--- src/rtl/dofr_pkg.sv ---
// shared types, register map constants and status helpers for the dac output fifo unit
// no dependencies
package dofr_pkg;

  typedef enum logic [1:0] {
    OP_READ  = 2'd0,
    OP_WRITE = 2'd1,
    OP_TRIG  = 2'd2,
    OP_NONE  = 2'd3
  } op_e;

  typedef logic [4:0]  ptr_t;
  typedef logic [5:0]  fill_t;
  typedef logic [13:0] sample_t;

  // register byte offsets
  localparam logic [5:0] ADDR_VERID = 6'h00;
  localparam logic [5:0] ADDR_PARAM = 6'h04;
  localparam logic [5:0] ADDR_DATA  = 6'h08;
  localparam logic [5:0] ADDR_GCR   = 6'h0C;
  localparam logic [5:0] ADDR_FCR   = 6'h10;
  localparam logic [5:0] ADDR_FPR   = 6'h14;
  localparam logic [5:0] ADDR_FSR   = 6'h18;
  localparam logic [5:0] ADDR_IER   = 6'h1C;
  localparam logic [5:0] ADDR_DER   = 6'h20;
  localparam logic [5:0] ADDR_RCR   = 6'h24;
  localparam logic [5:0] ADDR_TCR   = 6'h28;

  // register word indexes
  localparam logic [3:0] W_GCR = 4'd3;
  localparam logic [3:0] W_FCR = 4'd4;
  localparam logic [3:0] W_FSR = 4'd6;
  localparam logic [3:0] W_IER = 4'd7;
  localparam logic [3:0] W_DER = 4'd8;
  localparam logic [3:0] W_RCR = 4'd9;

  localparam logic [31:0] VERID_VALUE = 32'h0100_0000;
  localparam logic [31:0] PARAM_HP    = 32'd4;
  localparam logic [31:0] PARAM_STD   = 32'd3;

  localparam int GCR_EN_BIT   = 0;
  localparam int GCR_FIFO_BIT = 3;
  localparam int GCR_TSEL_BIT = 5;
  localparam int RCR_SRST_BIT = 0;
  localparam int RCR_FRST_BIT = 1;
  localparam int TCR_SWT_BIT  = 0;

  localparam logic [31:0] FS_FULL    = 32'h0000_0001;
  localparam logic [31:0] FS_EMPTY   = 32'h0000_0002;
  localparam logic [31:0] FS_WM      = 32'h0000_0004;
  localparam logic [31:0] FS_OF      = 32'h0000_0040;
  localparam logic [31:0] FS_UF      = 32'h0000_0080;
  localparam logic [31:0] FS_LATCHED = 32'h0000_01C8;

  localparam fill_t DEPTH_HP  = 6'd32;
  localparam fill_t DEPTH_STD = 6'd16;

  // config port register index
  localparam logic CFG_HP = 1'b0;

  typedef struct packed {
    logic    en;
    ptr_t    ptr;
    sample_t data;
  } ring_wr_t;

  typedef struct packed {
    logic        en;
    logic [31:0] data;
  } mem_wr_t;

  function automatic fill_t ring_depth(input logic hp);
    return hp ? DEPTH_HP : DEPTH_STD;
  endfunction

  function automatic ptr_t ptr_inc(input ptr_t ptr, input logic hp);
    logic [3:0] low;
    low = ptr[3:0] + 4'd1;
    return hp ? ptr_t'(ptr + 5'd1) : {1'b0, low};
  endfunction

  // full, empty and watermark derived from the fill count, plus latched flags
  function automatic logic [31:0] status_word(input logic [31:0] fsr,
                                              input logic [31:0] fcr,
                                              input fill_t fill,
                                              input logic hp);
    logic [31:0] s;
    logic [4:0]  wml;
    s   = fsr & FS_LATCHED;
    wml = hp ? fcr[4:0] : {1'b0, fcr[3:0]};
    if (fill == 6'd0) s = s | FS_EMPTY;
    if (fill >= ring_depth(hp)) s = s | FS_FULL;
    if (fill <= {1'b0, wml}) s = s | FS_WM;
    return s;
  endfunction

  // byte lane mask for a sub-word write
  function automatic logic [31:0] merge_mask(input logic [2:0] size, input logic [1:0] off);
    logic [31:0] m;
    case (size)
      3'd0: m = 32'h0000_0000;
      3'd1: m = 32'h0000_00FF;
      3'd2: m = 32'h0000_FFFF;
      3'd3: m = 32'h00FF_FFFF;
      default: m = 32'hFFFF_FFFF;
    endcase
    if (size < 3'd4) m = m << {off, 3'b000};
    return m;
  endfunction

endpackage

--- src/rtl/dofr_ring.sv ---
// sample ring memory with a registered prefetch of the read pointer entry
// depends on dofr_pkg
module dofr_ring #(
  parameter int RING_MAX = 32
) (
  input  logic              clk_i,
  input  dofr_pkg::ring_wr_t wr_i,
  input  dofr_pkg::ptr_t    rd_ptr_i,
  output dofr_pkg::sample_t rd_data_o
);

  localparam int RW = $clog2(RING_MAX);

  dofr_pkg::sample_t ring_mem [RING_MAX];
  dofr_pkg::sample_t rd_data_q;

  always_ff @(posedge clk_i) begin
    if (wr_i.en) begin
      ring_mem[RW'(wr_i.ptr)] <= wr_i.data;
    end
    // forward a write landing on the entry being prefetched
    if (wr_i.en && (wr_i.ptr == rd_ptr_i)) begin
      rd_data_q <= wr_i.data;
    end else begin
      rd_data_q <= ring_mem[RW'(rd_ptr_i)];
    end
  end

  assign rd_data_o = rd_data_q;

endmodule

--- src/rtl/dofr_regmem.sv ---
// register word memory with read forwarding and a clearing sweep after reset and on clear_i
// depends on dofr_pkg
module dofr_regmem #(
  parameter int REG_WORDS = 16
) (
  input  logic                         clk_i,
  input  logic                         rst_ni,
  input  logic                         clear_i,
  input  logic                         rd_en_i,
  input  logic [$clog2(REG_WORDS)-1:0] rd_addr_i,
  input  dofr_pkg::mem_wr_t            wr_i,
  input  logic [$clog2(REG_WORDS)-1:0] wr_addr_i,
  output logic [31:0]                  rd_data_o,
  output logic                         busy_o
);

  localparam int AW = $clog2(REG_WORDS);

  logic [31:0]   reg_mem [REG_WORDS];
  logic [31:0]   rd_data_q;
  logic          busy_q, busy_d;
  logic [AW-1:0] sweep_q, sweep_d;
  logic          we;
  logic [AW-1:0] wa;
  logic [31:0]   wd;

  always_comb begin
    we = busy_q | wr_i.en;
    wa = busy_q ? sweep_q : wr_addr_i;
    wd = busy_q ? 32'h0 : wr_i.data;
  end

  always_comb begin
    busy_d  = busy_q;
    sweep_d = sweep_q;
    if (clear_i) begin
      busy_d  = 1'b1;
      sweep_d = '0;
    end else if (busy_q) begin
      sweep_d = sweep_q + AW'(1);
      if (sweep_q == AW'(REG_WORDS - 1)) busy_d = 1'b0;
    end
  end

  always_ff @(posedge clk_i or negedge rst_ni) begin
    if (!rst_ni) begin
      busy_q  <= 1'b1;
      sweep_q <= '0;
    end else begin
      busy_q  <= busy_d;
      sweep_q <= sweep_d;
    end
  end

  always_ff @(posedge clk_i) begin
    if (we) begin
      reg_mem[wa] <= wd;
    end
    if (rd_en_i) begin
      if (we && (wa == rd_addr_i)) begin
        rd_data_q <= wd;
      end else begin
        rd_data_q <= reg_mem[rd_addr_i];
      end
    end
  end

  assign rd_data_o = rd_data_q;
  assign busy_o    = busy_q;

endmodule

--- src/rtl/dac_output_fifo_registers_unit.sv ---
// top level of the dac output fifo register unit: decode, fifo control, status
// depends on dofr_pkg, dofr_ring and dofr_regmem
//
// usage
//   each item on the input channel is a bus read, a bus write or a hardware
//   trigger edge; every item gives exactly one result item carrying the read
//   data, the held converter sample and the interrupt and dma request levels
//   the apb port sets high performance mode (14 bit samples, 32 deep ring);
//   the user must write it only while no items are in flight; not enforced
// timing
//   one item per cycle sustained while out_ready_i is high and no sweep runs;
//   an accepted item is executed in the execute stage and its result is
//   registered in the output register, from which it is offered
//   the execute stage reads the register word memory and the sample ring
//   prefetch register, both registered reads, and writes them back in the
//   same cycle; a read that meets a write to the same word is forwarded
// reset
//   after reset and after a soft reset the register word memory is swept to
//   zero, one word a cycle, with in_ready_o low; apb writes are still taken;
//   ring contents are kept, pointers and counts clear
// stalls
//   with out_ready_i low one result waits in the output register and one more
//   item may sit in the execute stage; then in_ready_o drops
module dac_output_fifo_registers_unit #(
  parameter int REG_WORDS = 16,
  parameter int RING_MAX  = 32
) (
  input  logic        clk_i,
  input  logic        rst_ni,
  // item input
  input  logic        in_valid_i,
  output logic        in_ready_o,
  input  logic [1:0]  operation_i,
  input  logic [5:0]  address_i,
  input  logic [31:0] write_data_i,
  input  logic [2:0]  access_size_i,
  input  logic        trigger_level_i,
  // result output
  output logic        out_valid_o,
  input  logic        out_ready_i,
  output logic [31:0] read_data_o,
  output logic [13:0] analog_output_o,
  output logic        interrupt_o,
  output logic        dma_request_o,
  // configuration
  input  logic        psel,
  input  logic        penable,
  input  logic        pwrite,
  input  logic [2:0]  paddr,
  input  logic [31:0] pwdata,
  output logic [31:0] prdata,
  output logic        pready
);

  localparam int AW = $clog2(REG_WORDS);

  // configuration register
  logic hp_q;

  // execute stage
  logic        s1_valid_q;
  logic [1:0]  s1_op_q;
  logic [5:0]  s1_addr_q;
  logic [31:0] s1_data_q;
  logic [2:0]  s1_size_q;
  logic        s1_lvl_q;
  logic        s1_srst_q;
  logic        s1_fire;
  logic        in_accept;

  // hot registers kept in flops
  logic [31:0] gcr_q, gcr_d;
  logic [31:0] fcr_q, fcr_d;
  logic [31:0] fsr_q, fsr_d;
  logic [31:0] ier_q, ier_d;
  logic [31:0] der_q, der_d;

  // fifo state
  dofr_pkg::ptr_t    wptr_q, wptr_d;
  dofr_pkg::ptr_t    rptr_q, rptr_d, rptr_nxt;
  dofr_pkg::fill_t   fill_q, fill_d;
  dofr_pkg::sample_t held_q, held_d;

  // output register
  logic        out_valid_q;
  logic [31:0] out_rdata_q;
  logic [13:0] out_analog_q;
  logic        out_irq_q;
  logic        out_dma_q;

  // memories
  dofr_pkg::ring_wr_t ring_wr;
  dofr_pkg::sample_t  ring_rd;
  dofr_pkg::mem_wr_t  mem_wr;
  logic [AW-1:0]      mem_waddr;
  logic [31:0]        mem_rd;
  logic               mem_busy;

  // execute stage decode
  logic [3:0]        s1_word;
  logic              in_range;
  logic [31:0]       word_cur;
  logic [31:0]       merge_m;
  logic [31:0]       merge_d;
  logic [31:0]       merged;
  logic [31:0]       rdata;
  logic [31:0]       fs_new;
  logic              irq;
  logic              dma;
  logic              push_req;
  logic              pop_req;
  logic              fclr;
  logic              srst;
  dofr_pkg::sample_t sample;

  // ---------------------------------------------------------------------------
  // configuration port
  // ---------------------------------------------------------------------------
  always_ff @(posedge clk_i or negedge rst_ni) begin
    if (!rst_ni) begin
      hp_q <= 1'b0;
    end else if (psel && penable && pwrite && (paddr[2] == dofr_pkg::CFG_HP)) begin
      hp_q <= pwdata[0];
    end
  end

  assign prdata = (paddr[2] == dofr_pkg::CFG_HP) ? {31'h0, hp_q} : 32'h0;
  assign pready = 1'b1;

  // ---------------------------------------------------------------------------
  // handshakes
  // ---------------------------------------------------------------------------
  assign s1_fire    = s1_valid_q && (!out_valid_q || out_ready_i);
  // a soft reset in execute holds off new items until the sweep has begun
  assign in_ready_o = !mem_busy && !(s1_valid_q && s1_srst_q) && (!s1_valid_q || s1_fire);
  assign in_accept  = in_valid_i && in_ready_o;

  always_ff @(posedge clk_i or negedge rst_ni) begin
    if (!rst_ni) begin
      s1_valid_q <= 1'b0;
    end else if (in_accept) begin
      s1_valid_q <= 1'b1;
    end else if (s1_fire) begin
      s1_valid_q <= 1'b0;
    end
  end

  always_ff @(posedge clk_i) begin
    if (in_accept) begin
      s1_op_q   <= operation_i;
      s1_addr_q <= address_i;
      s1_data_q <= write_data_i;
      s1_size_q <= access_size_i;
      s1_lvl_q  <= trigger_level_i;
      s1_srst_q <= (operation_i == dofr_pkg::OP_WRITE) && (address_i == dofr_pkg::ADDR_RCR)
                   && write_data_i[dofr_pkg::RCR_SRST_BIT];
    end
  end

  // ---------------------------------------------------------------------------
  // memories
  // ---------------------------------------------------------------------------
  dofr_regmem #(
    .REG_WORDS(REG_WORDS)
  ) u_regmem (
    .clk_i    (clk_i),
    .rst_ni   (rst_ni),
    .clear_i  (s1_fire && srst),
    .rd_en_i  (in_accept),
    .rd_addr_i(AW'(address_i[5:2])),
    .wr_i     (mem_wr),
    .wr_addr_i(mem_waddr),
    .rd_data_o(mem_rd),
    .busy_o   (mem_busy)
  );

  // the ring prefetches the entry at the next read pointer every cycle
  assign rptr_nxt = s1_fire ? rptr_d : rptr_q;

  dofr_ring #(
    .RING_MAX(RING_MAX)
  ) u_ring (
    .clk_i    (clk_i),
    .wr_i     (ring_wr),
    .rd_ptr_i (rptr_nxt),
    .rd_data_o(ring_rd)
  );

  // ---------------------------------------------------------------------------
  // execute: decode, read-modify-write, fifo push and pop
  // ---------------------------------------------------------------------------
  assign s1_word  = s1_addr_q[5:2];
  assign in_range = (32'(s1_word) < 32'(REG_WORDS));
  assign merge_m  = dofr_pkg::merge_mask(s1_size_q, s1_addr_q[1:0]);
  assign merge_d  = s1_data_q << {s1_addr_q[1:0], 3'b000};
  assign merged   = (word_cur & ~merge_m) | (merge_d & merge_m);
  assign sample   = hp_q ? s1_data_q[13:0] : {2'b00, s1_data_q[11:0]};

  always_comb begin
    case (s1_word)
      dofr_pkg::W_GCR: word_cur = gcr_q;
      dofr_pkg::W_FCR: word_cur = fcr_q;
      dofr_pkg::W_FSR: word_cur = fsr_q;
      dofr_pkg::W_IER: word_cur = ier_q;
      dofr_pkg::W_DER: word_cur = der_q;
      default:         word_cur = in_range ? mem_rd : 32'h0;
    endcase
  end

  always_comb begin
    gcr_d     = gcr_q;
    fcr_d     = fcr_q;
    fsr_d     = fsr_q;
    ier_d     = ier_q;
    der_d     = der_q;
    wptr_d    = wptr_q;
    rptr_d    = rptr_q;
    fill_d    = fill_q;
    held_d    = held_q;
    rdata     = 32'h0;
    mem_wr    = '0;
    mem_waddr = AW'(s1_word);
    ring_wr   = '0;
    push_req  = 1'b0;
    pop_req   = 1'b0;
    fclr      = 1'b0;
    srst      = 1'b0;

    case (s1_op_q)
      dofr_pkg::OP_READ: begin
        case (s1_addr_q)
          dofr_pkg::ADDR_VERID: rdata = dofr_pkg::VERID_VALUE;
          dofr_pkg::ADDR_PARAM: rdata = hp_q ? dofr_pkg::PARAM_HP : dofr_pkg::PARAM_STD;
          dofr_pkg::ADDR_DATA:  rdata = 32'h0;
          dofr_pkg::ADDR_TCR:   rdata = 32'h0;
          dofr_pkg::ADDR_FPR:   rdata = {11'h0, wptr_q, 11'h0, rptr_q};
          dofr_pkg::ADDR_FSR:   rdata = dofr_pkg::status_word(fsr_q, fcr_q, fill_q, hp_q);
          default:              rdata = word_cur;
        endcase
      end
      dofr_pkg::OP_WRITE: begin
        case (s1_addr_q)
          dofr_pkg::ADDR_VERID: ;
          dofr_pkg::ADDR_PARAM: ;
          dofr_pkg::ADDR_FPR:   ;
          dofr_pkg::ADDR_DATA:  push_req = 1'b1;
          dofr_pkg::ADDR_TCR:   pop_req = s1_data_q[dofr_pkg::TCR_SWT_BIT];
          dofr_pkg::ADDR_FSR:   fsr_d = fsr_q & ~(s1_data_q & dofr_pkg::FS_LATCHED);
          dofr_pkg::ADDR_GCR:   gcr_d = s1_data_q;
          dofr_pkg::ADDR_FCR:   fcr_d = s1_data_q;
          dofr_pkg::ADDR_IER:   ier_d = s1_data_q;
          dofr_pkg::ADDR_DER:   der_d = s1_data_q;
          dofr_pkg::ADDR_RCR: begin
            if (s1_data_q[dofr_pkg::RCR_SRST_BIT]) begin
              srst = 1'b1;
            end else begin
              fclr = s1_data_q[dofr_pkg::RCR_FRST_BIT];
              // an aligned control word write stores zero, so it reads back as zero
              mem_wr.en   = 1'b1;
              mem_wr.data = 32'h0;
              mem_waddr   = AW'(dofr_pkg::W_RCR);
            end
          end
          default: begin
            if (in_range) begin
              case (s1_word)
                dofr_pkg::W_GCR: gcr_d = merged;
                dofr_pkg::W_FCR: fcr_d = merged;
                dofr_pkg::W_FSR: fsr_d = merged;
                dofr_pkg::W_IER: ier_d = merged;
                dofr_pkg::W_DER: der_d = merged;
                default: begin
                  mem_wr.en   = 1'b1;
                  mem_wr.data = merged;
                end
              endcase
            end
          end
        endcase
      end
      dofr_pkg::OP_TRIG: begin
        pop_req = s1_lvl_q && !gcr_q[dofr_pkg::GCR_TSEL_BIT];
      end
      default: ;
    endcase

    // push: direct drive when the fifo is off, else queue or flag overflow
    if (push_req) begin
      if (!gcr_q[dofr_pkg::GCR_FIFO_BIT]) begin
        held_d = sample;
      end else if (fill_q >= dofr_pkg::ring_depth(hp_q)) begin
        fsr_d = fsr_d | dofr_pkg::FS_OF;
      end else begin
        ring_wr.en   = 1'b1;
        ring_wr.ptr  = wptr_q;
        ring_wr.data = sample;
        wptr_d       = dofr_pkg::ptr_inc(wptr_q, hp_q);
        fill_d       = fill_q + 6'd1;
      end
    end

    // pop: needs both enable and fifo mode
    if (pop_req && gcr_q[dofr_pkg::GCR_EN_BIT] && gcr_q[dofr_pkg::GCR_FIFO_BIT]) begin
      if (fill_q == 6'd0) begin
        fsr_d = fsr_d | dofr_pkg::FS_UF;
      end else begin
        held_d = ring_rd;
        rptr_d = dofr_pkg::ptr_inc(rptr_q, hp_q);
        fill_d = fill_q - 6'd1;
      end
    end

    if (fclr) begin
      wptr_d = '0;
      rptr_d = '0;
      fill_d = '0;
      fsr_d  = fsr_q & ~dofr_pkg::FS_LATCHED;
    end

    if (srst) begin
      gcr_d  = 32'h0;
      fcr_d  = 32'h0;
      fsr_d  = 32'h0;
      ier_d  = 32'h0;
      der_d  = 32'h0;
      wptr_d = '0;
      rptr_d = '0;
      fill_d = '0;
      held_d = '0;
    end

    mem_wr.en  = mem_wr.en && s1_fire;
    ring_wr.en = ring_wr.en && s1_fire;
  end

  // levels after the item has taken effect
  always_comb begin
    fs_new = dofr_pkg::status_word(fsr_d, fcr_d, fill_d, hp_q);
    irq    = |(fs_new & ier_d);
    dma    = (fs_new[2] & der_d[2]) | (fs_new[1] & der_d[1]);
  end

  always_ff @(posedge clk_i or negedge rst_ni) begin
    if (!rst_ni) begin
      gcr_q  <= 32'h0;
      fcr_q  <= 32'h0;
      fsr_q  <= 32'h0;
      ier_q  <= 32'h0;
      der_q  <= 32'h0;
      wptr_q <= '0;
      rptr_q <= '0;
      fill_q <= '0;
      held_q <= '0;
    end else if (s1_fire) begin
      gcr_q  <= gcr_d;
      fcr_q  <= fcr_d;
      fsr_q  <= fsr_d;
      ier_q  <= ier_d;
      der_q  <= der_d;
      wptr_q <= wptr_d;
      rptr_q <= rptr_d;
      fill_q <= fill_d;
      held_q <= held_d;
    end
  end

  // ---------------------------------------------------------------------------
  // output register
  // ---------------------------------------------------------------------------
  always_ff @(posedge clk_i or negedge rst_ni) begin
    if (!rst_ni) begin
      out_valid_q <= 1'b0;
    end else if (s1_fire) begin
      out_valid_q <= 1'b1;
    end else if (out_ready_i) begin
      out_valid_q <= 1'b0;
    end
  end

  always_ff @(posedge clk_i) begin
    if (s1_fire) begin
      out_rdata_q  <= rdata;
      out_analog_q <= held_d;
      out_irq_q    <= irq;
      out_dma_q    <= dma;
    end
  end

  assign out_valid_o     = out_valid_q;
  assign read_data_o     = out_rdata_q;
  assign analog_output_o = out_analog_q;
  assign interrupt_o     = out_irq_q;
  assign dma_request_o   = out_dma_q;

endmodule

--- config.mk ---
export PLATFORM = sky130hd
export DESIGN_NAME = dac_output_fifo_registers_unit
export DESIGN_NICKNAME = d
export VERILOG_FILES = /design/src/rtl/dofr_pkg.sv /design/src/rtl/dofr_ring.sv /design/src/rtl/dofr_regmem.sv /design/src/rtl/dac_output_fifo_registers_unit.sv
export SDC_FILE = /design/constraint.sdc
export NUM_CORES = 2
export LEC_CHECK = 0
export ABC_AREA = 1
export BUFFER_PORTS_ARGS = -buffer_cell sky130_fd_sc_hd__buf_2
export CELL_PAD_IN_SITES_DETAIL_PLACEMENT = 0
export CELL_PAD_IN_SITES_GLOBAL_PLACEMENT = 1
export CORE_MARGIN = 8
export CORE_UTILIZATION = 30
export CTS_CLUSTER_DIAMETER = 200
export DETAILED_ROUTE_END_ITERATION = 16
export PLACE_DENSITY_LB_ADDON = 0.1
export SYNTH_ARGS = -nofsm -noshare
export SYNTH_HDL_FRONTEND = slang
export SYNTH_HIERARCHICAL = 1
export SYNTH_SLANG_ARGS = --single-unit
--- constraint.sdc ---
create_clock -name clk_i -period 7.73 [get_ports clk_i]
set_clock_uncertainty 0.05 [all_clocks]
set_input_delay 0.3865 -clock clk_i [delete_from_list [all_inputs] [get_ports clk_i]]
set_output_delay 0.3865 -clock clk_i [all_outputs]
set_load 0.1 [all_outputs]
After elaboration in Yosys (flattened, before gate mapping)
Memory sizes are Yosys's and may differ from the RTL's. A register that Yosys moved wholly into a read port is not among the register bits.
Cells that the tools add are included.
{"block": "word_totals", "ff_bits": 291, "latch_bits": 0, "mem_bits_rw": 960, "rom_bits": 0, "inputBits": 86, "output_inout_bits": 83, "wordCells": 235, "mem_count": 2}
{"block": "classes", "n_addsub": 7, "n_mul": 0, "div": 0, "magnitude_cmp": 5, "n_eq_ne": 28, "n_shift": 2, "mux": 101, "n_bitwise": 12, "reduce_logical": 51}
{"name": "u_regmem.reg_mem", "words": 16, "width": 32, "read_ports": 1, "rd_ports_with_merged_regs": 1, "wr": 1, "line": "dofr_regmem.sv:19", "text": "logic [31:0] reg_mem [REG_WORDS];"}
{"name": "u_ring.ring_mem", "words": 32, "width": 14, "read_ports": 1, "rd_ports_with_merged_regs": 1, "wr": 1, "line": "dofr_ring.sv:14", "text": "dofr_pkg::sample_t ring_mem [RING_MAX];"}
{"operator": "two-way mux 32 bit", "count": 18}
{"operator": "one-hot mux 32 bit (2 select lines)", "count": 5}
{"operator": "one-hot mux 32 bit (5 select lines)", "count": 2}
{"operator": "one-hot mux 32 bit (4 select lines)", "count": 1}
{"operator": "two-way mux 33 bit", "count": 3}
{"operator": "AND 32 bit", "count": 3}
{"operator": "two-way mux 14 bit", "count": 6}
{"operator": "two-way mux 5 bit", "count": 14}
{"operator": "one-hot mux 33 bit (2 select lines)", "count": 1}
{"operator": "left shift 32 x 5 -> 32 bit", "count": 2}
{"operator": "two-way mux 20 bit", "count": 3}
{"operator": "OR reduction 10 bit", "count": 6}
{"operator": "two-way mux 6 bit", "count": 8}
{"operator": "AND 9 x 32 -> 32 bit", "count": 1}
{"operator": "inverter 32 bit", "count": 1}
{"operator": "inverter 9 -> 32 bit", "count": 1}
{"operator": "bitwise OR 32 bit", "count": 1}
{"operator": "OR reduction 32 bit", "count": 1}
{"operator": "== test 6 x 5 -> 1 bit (second input constant)", "count": 4}
{"operator": "== test 6 bit (second input constant)", "count": 4}
{"operator": "two-way mux 4 bit", "count": 6}
{"operator": "two-way mux 1 bit", "count": 23}
{"operator": "two-way mux 7 bit", "count": 3}
{"operator": "zero test 6 bit", "count": 3}
{"operator": "other kinds (36)", "count": 86}

Depth between registers and ports, before layout
{"block": "depth", "depth_word": 19, "depth_mapped": 26, "depth_no_buf": 25}

Modules after synthesis
Netlist, hierarchy kept.
{"module": "dofr_regmem", "n_inst": 1, "cells_each": 2290, "area_per_inst_um2": 23719.0}
{"module": "dofr_ring", "n_inst": 1, "cells_each": 1566, "area_per_inst_um2": 18417.7}
{"module": "dac_output_fifo_registers_unit", "n_inst": 1, "cells_each": 2294, "area_per_inst_um2": 17056.4}

Least setup slack after synthesis
Ideal clock, no wire load.
{"block": "synth_path", "kind": "register to register", "from": "register out_valid_q (netlist: out_valid_o)", "to": "register s1_addr_q[0] (enable)", "setup_time_ns": 0.608, "arrival_ns": 6.329, "required_ns": 7.072, "path_slack_ns": 0.743, "stages_incl_launch_ff": 4, "synth_period_minus_slack_ns": 6.987, "path_cell_list": "dfrtp_1 -> nand2_1 -> nor2_1 -> nor3_1"}
{"block": "synth_via", "elab_chain_cells": 6}
{"item": "from (decl)", "line": "dac_output_fifo_registers_unit.sv:85", "text": "logic out_valid_q;"}
{"item": "from (signal assigned)", "line": "dac_output_fifo_registers_unit.sv:372", "text": "out_valid_q <= 1'b0;"}
{"item": "from (signal assigned)", "line": "dac_output_fifo_registers_unit.sv:374", "text": "out_valid_q <= 1'b1;"}
{"item": "from (signal assigned)", "line": "dac_output_fifo_registers_unit.sv:376", "text": "out_valid_q <= 1'b0;"}
{"item": "zero test 1 bit", "line": "dac_output_fifo_registers_unit.sv:133", "text": "assign s1_fire = s1_valid_q && (!out_valid_q || out_ready_i);"}
{"item": "logical OR 1 bit", "line": "dac_output_fifo_registers_unit.sv:133"}
{"item": "logical AND 1 bit", "line": "dac_output_fifo_registers_unit.sv:133"}
{"item": "logical OR 1 bit", "line": "dac_output_fifo_registers_unit.sv:135", "text": "assign in_ready_o = !mem_busy && !(s1_valid_q && s1_srst_q) && (!s1_valid_q || s1_fire);"}
{"item": "logical AND 1 bit", "line": "dac_output_fifo_registers_unit.sv:135"}
{"item": "logical AND 1 bit", "line": "dac_output_fifo_registers_unit.sv:136", "text": "assign in_accept = in_valid_i && in_ready_o;"}
{"item": "net in_accept", "line": "dac_output_fifo_registers_unit.sv:69", "text": "logic in_accept;"}
{"item": "to (signal assigned)", "line": "dac_output_fifo_registers_unit.sv:151", "text": "s1_addr_q <= address_i;"}
{"item": "to (decl)", "line": "dac_output_fifo_registers_unit.sv:63", "text": "logic [5:0] s1_addr_q;"}
The timed path passes the listed nets, and every way through them passes these cells.
A chain may end at the register's enable or synchronous reset.

==> flow_summary.yaml <==
worst_setup_path:
  slowest_stage: "nor2_4"
  crit_path_start: "s1_addr_q[0]$_DFFE_PP_"
  worstPathBufferInverterCount: 5
  startpoint_type: "flip-flop"
  arrival_ns: 5.90
  critical_path.top_delay_family: "simple AND/OR/NAND/NOR gates"
  slowest_delay_ns: 0.97
  r2r_start: "s1_addr_q[0]$_DFFE_PP_"
  required_time_worst_endpoint_ns: 8.16
  critical_path.max_fanout: 24
  setup.worst_path.class: "flip-flop to flip-flop"
  crit_path_cell_trace: "inv_1 -> nand2_2 -> nor2_2 -> buf_4 -> inv_2 -> nand2_1 -> nor2_4 -> nand3_4 -> inv_2 -> nand3_2 -> a21oi_1 -> or2_2 -> nand3_1 -> nor2_4 -> buf_4"
  worst_setup_path_end_kind: "flip-flop"
die:
  core_area_um2: 197000
  initial_core_util_pct: 30.1
  num_rows: 163
  design.die.area_um2: 212000
  die_boundary_height_um: 460
  die_w_um: 460
  pin_count: 169
cts:
  post-cts-setup-buffers: 0
  cts_buffers: 156
  h_tree_levels: 4
  cts_tree: "done"
  clock_latency_ns: 0.81
  total_number_of_clock_tree_sinks: 1288
  post_cts.resized_instances: 0
  cts.clk_slew.worst_paths_ns: 0.06
  clock-root-buffer: "clkbuf_16"
  post_cts_hold_buffer_count: 47
  max-clock-path-buffers: 3
global_routing:
  antenna_found_initial: 4
  first_global_vias: 42400
  globalRouteTotalUtil_pct: 20.2
  gr-total-overflow: 0
  global_route_wire_length_before_repair_um: 315000
  grt_start_max_net_pins: 143
synth:
  synthDominantCellAreaShare_pct: 55.0
  synth_cells: 6150
  yosys_most_used_dff: "edfxtp_1"
  syn-mean-instance-area_um2: 9.62
  syn-cell-area_um2: 59200
  synth_edf_count: 1085
  synth.lib_cells_used.distinct: 58
  ys_seq_elements: 1288
  async_flop_share_pct: 15.4
  synth_top_cells_by_area: "edfxtp_1 (55%), nand2_1 (13%), dfrtp_1 (8.3%)"
  yosysSeqAreaShare_pct: 63.6
  synth_warnings: 6
  synth_largest_area_cell: "edfxtp_1"
drt:
  top_signal_layer_used: "met4"
  viasPerCell: 4.88
  first_pass_iters: 5
  detail_route_met3_wl_um: 10700
  route.vias.total: 44100
  postRouteWirelength_um: 220000
  detail-route-antenna-nets: 0
  detailedRoute.firstIterationViolations: 3637
  avgRoutedWirePerCell_um: 24.3
  metal_1_wl_um: 101000
  drc_violations_left: 0
  met2_wirelength_um: 101000
placement:
  finalWeightedCongestion: 0.840
  dp.final_hpwl_um: 131000
  buffers_on_ports: 103
  detailedPlace.worstSlack_ns: 2.35
hold_path:
  worstHoldPathType: "input port to flip-flop"
  hp-start: "address_i[4]"
layout:
  layout-area-overhead-vs-synth_pct: 15.0
  net_total_in_the_final_layout: 6371
  fraction_of_layout_cells_with_a_size_suffix_above_1_pct: 9.20
  fillerInstances: 20000
timing:
  final_min_period_over_clock_period_pct: 70.8
  worst_margin_slew_ns: 1.34
  final-hold-violation-count: 0
  min_period_ns: 5.47
  max_slew_margin_pct: 10.4
  report.final.setup_viol: 0
  timing.final.max_slew_violations: 0
  fin_ws_ns: 2.26
  fmaxAchievable_ghz: 0.183
  fin_setup_tns_ns: 0
  rsz0062_at_grt: "false"
job:
  drv.max_cap_violation_count: 0
power_and_ir_drop:
  power_leakage_nw: 28.0
  total_power_mw: 20.2
  power_per_standard_cell_area_nw_per_um2: 296
  power.ir.vdd_worst_v: 0.000255
status:
  outcome: "finished, final reports clean"
[metal layers]
| layer | up-vias | track usage, % |
|---|---|---|
| met5 | - | 0 |
| met4 | 0 | 5.71 |
| met3 | 292 | 2.85 |
| met2 | 1232 | 32.4 |
| met1 | 21800 | 28.6 |
| li1 | 20800 | - |
[sequential cells by signal, summed over array words and instances, names as in the netlist, 2 cells and up, named ones only]
signal              count
u_regmem/sweep_q        4
s1_size_q               3
rptr_q                  5
s1_addr_q               6
s1_data_q              32
gcr_q                  32
fcr_q                  32
u_ring/ring_mem       448
u_regmem/rd_data_o     32
fsr_q                  32
analog_output_o        14
s1_op_q                 2
read_data_o            32
held_q                 14
ier_q                  32
der_q                  32
fill_q                  6
wptr_q                  5
u_regmem/reg_mem      512
[final timing paths]
path,slack [ns],end,cells after the start
max,2.26,u_regmem/reg_mem[5][12]$_DFFE_PP_,15
min,0.13,s1_addr_q[4]$_DFFE_PP_,1
max reg2reg,2.26,u_regmem/reg_mem[5][12]$_DFFE_PP_,15
min reg2reg,0.43,fcr_q[28]$_DFFE_PN0P_,2
max in group asynchronous,6.22,gcr_q[27]$_DFFE_PN0P_,3
min in group asynchronous,0.17,fill_q[4]$_DFFE_PN0P_,2
[cells in the mapped netlist (5+ instances only)]
cell / count
nor2_4: 8
o21ai_0: 207
nand2_1: 2125
o21a_1: 8
dfrtp_1: 197
clkbuf_1: 128
buf_2: 127
nand3_1: 846
a311oi_1: 14
nor2_1: 259
inv_2: 20
nor2_2: 8
o221ai_1: 11
a21oi_1: 94
nand2_2: 8
a221oi_1: 15
ha_1: 22
nand4_1: 56
inv_1: 569
buf_1: 40
nor3_1: 11
dfxtp_1: 5
o211ai_1: 24
a211oi_1: 15
clkinv_1: 7
o21ai_1: 38
buf_6: 23
o22ai_1: 54
buf_4: 57
or2_2: 9
nand3b_1: 5
a22oi_1: 12
edfxtp_1: 1085
[placed cells by master (no fill, tap or decap), types with 7 or more instances in the layout]
| master | Yosys | routed |
|---|---|---|
| nand2_1 | 2125 | 2124 |
| edfxtp_1 | 1085 | 1085 |
| nand3_1 | 846 | 845 |
| inv_1 | 569 | 563 |
| nor2_1 | 259 | 222 |
| o21ai_0 | 207 | 207 |
| dfrtp_1 | 197 | 197 |
| clkbuf_16 | 0 | 159 |
| buf_4 | 57 | 148 |
| buf_2 | 127 | 99 |
| a21oi_1 | 94 | 93 |
| nand4_1 | 56 | 56 |
| o22ai_1 | 54 | 54 |
| dlygate4sd3_1 | 0 | 47 |
| clkinv_1 | 7 | 42 |
| o21ai_1 | 38 | 38 |
| clkbuf_1 | 128 | 38 |
| conb_1 | 2 | 32 |
| nor2_4 | 8 | 27 |
| nor2_2 | 8 | 26 |
| o211ai_1 | 24 | 24 |
| ha_1 | 22 | 22 |
| inv_2 | 20 | 21 |
| clkinv_2 | 0 | 18 |
| a221oi_1 | 15 | 15 |
| a211oi_1 | 15 | 15 |
| a311oi_1 | 14 | 14 |
| a22oi_1 | 12 | 12 |
| o221ai_1 | 11 | 11 |
| clkbuf_8 | 0 | 11 |
| nor3_1 | 11 | 10 |
| bufinv_16 | 0 | 10 |
| nand2_2 | 8 | 9 |
| or2_2 | 9 | 9 |
| o21a_1 | 8 | 8 |
| inv_6 | 1 | 7 |
[area by class of cell]
cell class / instances / area, um^2 / share of cell area (%)
sequential: 1288 / 37600 / 55.3
multi-input combinational: 3919 / 17700 / 25.9
clock buffer: 207 / 4260 / 6.26
tap: 2640 / 3300 / 4.85
inverter: 597 / 2260 / 3.32
timing repair buffer: 301 / 2200 / 3.23
clock inverter: 79 / 734 / 1.08
antenna: 2 / 5.00 / 0.00735
[worst reg2reg max path, delay by kind of cell, from the launching register on]
kind,cells,cell delay [ns]
and+or+nand+nor,9,2.71
DFF,1,0.77
buffers and inverters,5,1.29
AOI/OAI and AO/OA,1,0.31
[through the flow]
stage	cell area, um^2	std cells	hold slack (ns)	utilization, %
6_report	68100	9033	0.134	34.6
5_1_grt	68100	9032	0.104	34.6
4_1_cts	68100	9031	0.0900	34.6
3_5_place_dp	62600	8698	0.413	31.8
3_3_place_gp	62600	8698	0.406	31.8
2_1_floorplan	59300	6180	0.0409	-
[cell families (layout without fill, tap and decap cells)]
family / Yosys count / in the layout / share of synthesized area [%]
buf+inv: 973 / 1184 / 7.13
other cells: 2 / 34 / 0.0127
simple gates: 3345 / 3345 / 23.6
flops: 1288 / 1288 / 63.6
xor+xnor: 4 / 4 / 0.0592
fa+ha+maj: 22 / 22 / 0.465
compound gates: 516 / 516 / 5.14
[power breakdown]
part / switching, mW / internal [mW] / leakage [nW]
registers: 0.340 / 8.38 / 12.6
clock network: 3.03 / 4.21 / 2.43
logic: 3.32 / 0.869 / 13.0
total: 6.69 / 13.5 / 28.0
No activity file was read; power rests on OpenSTA's default activity.
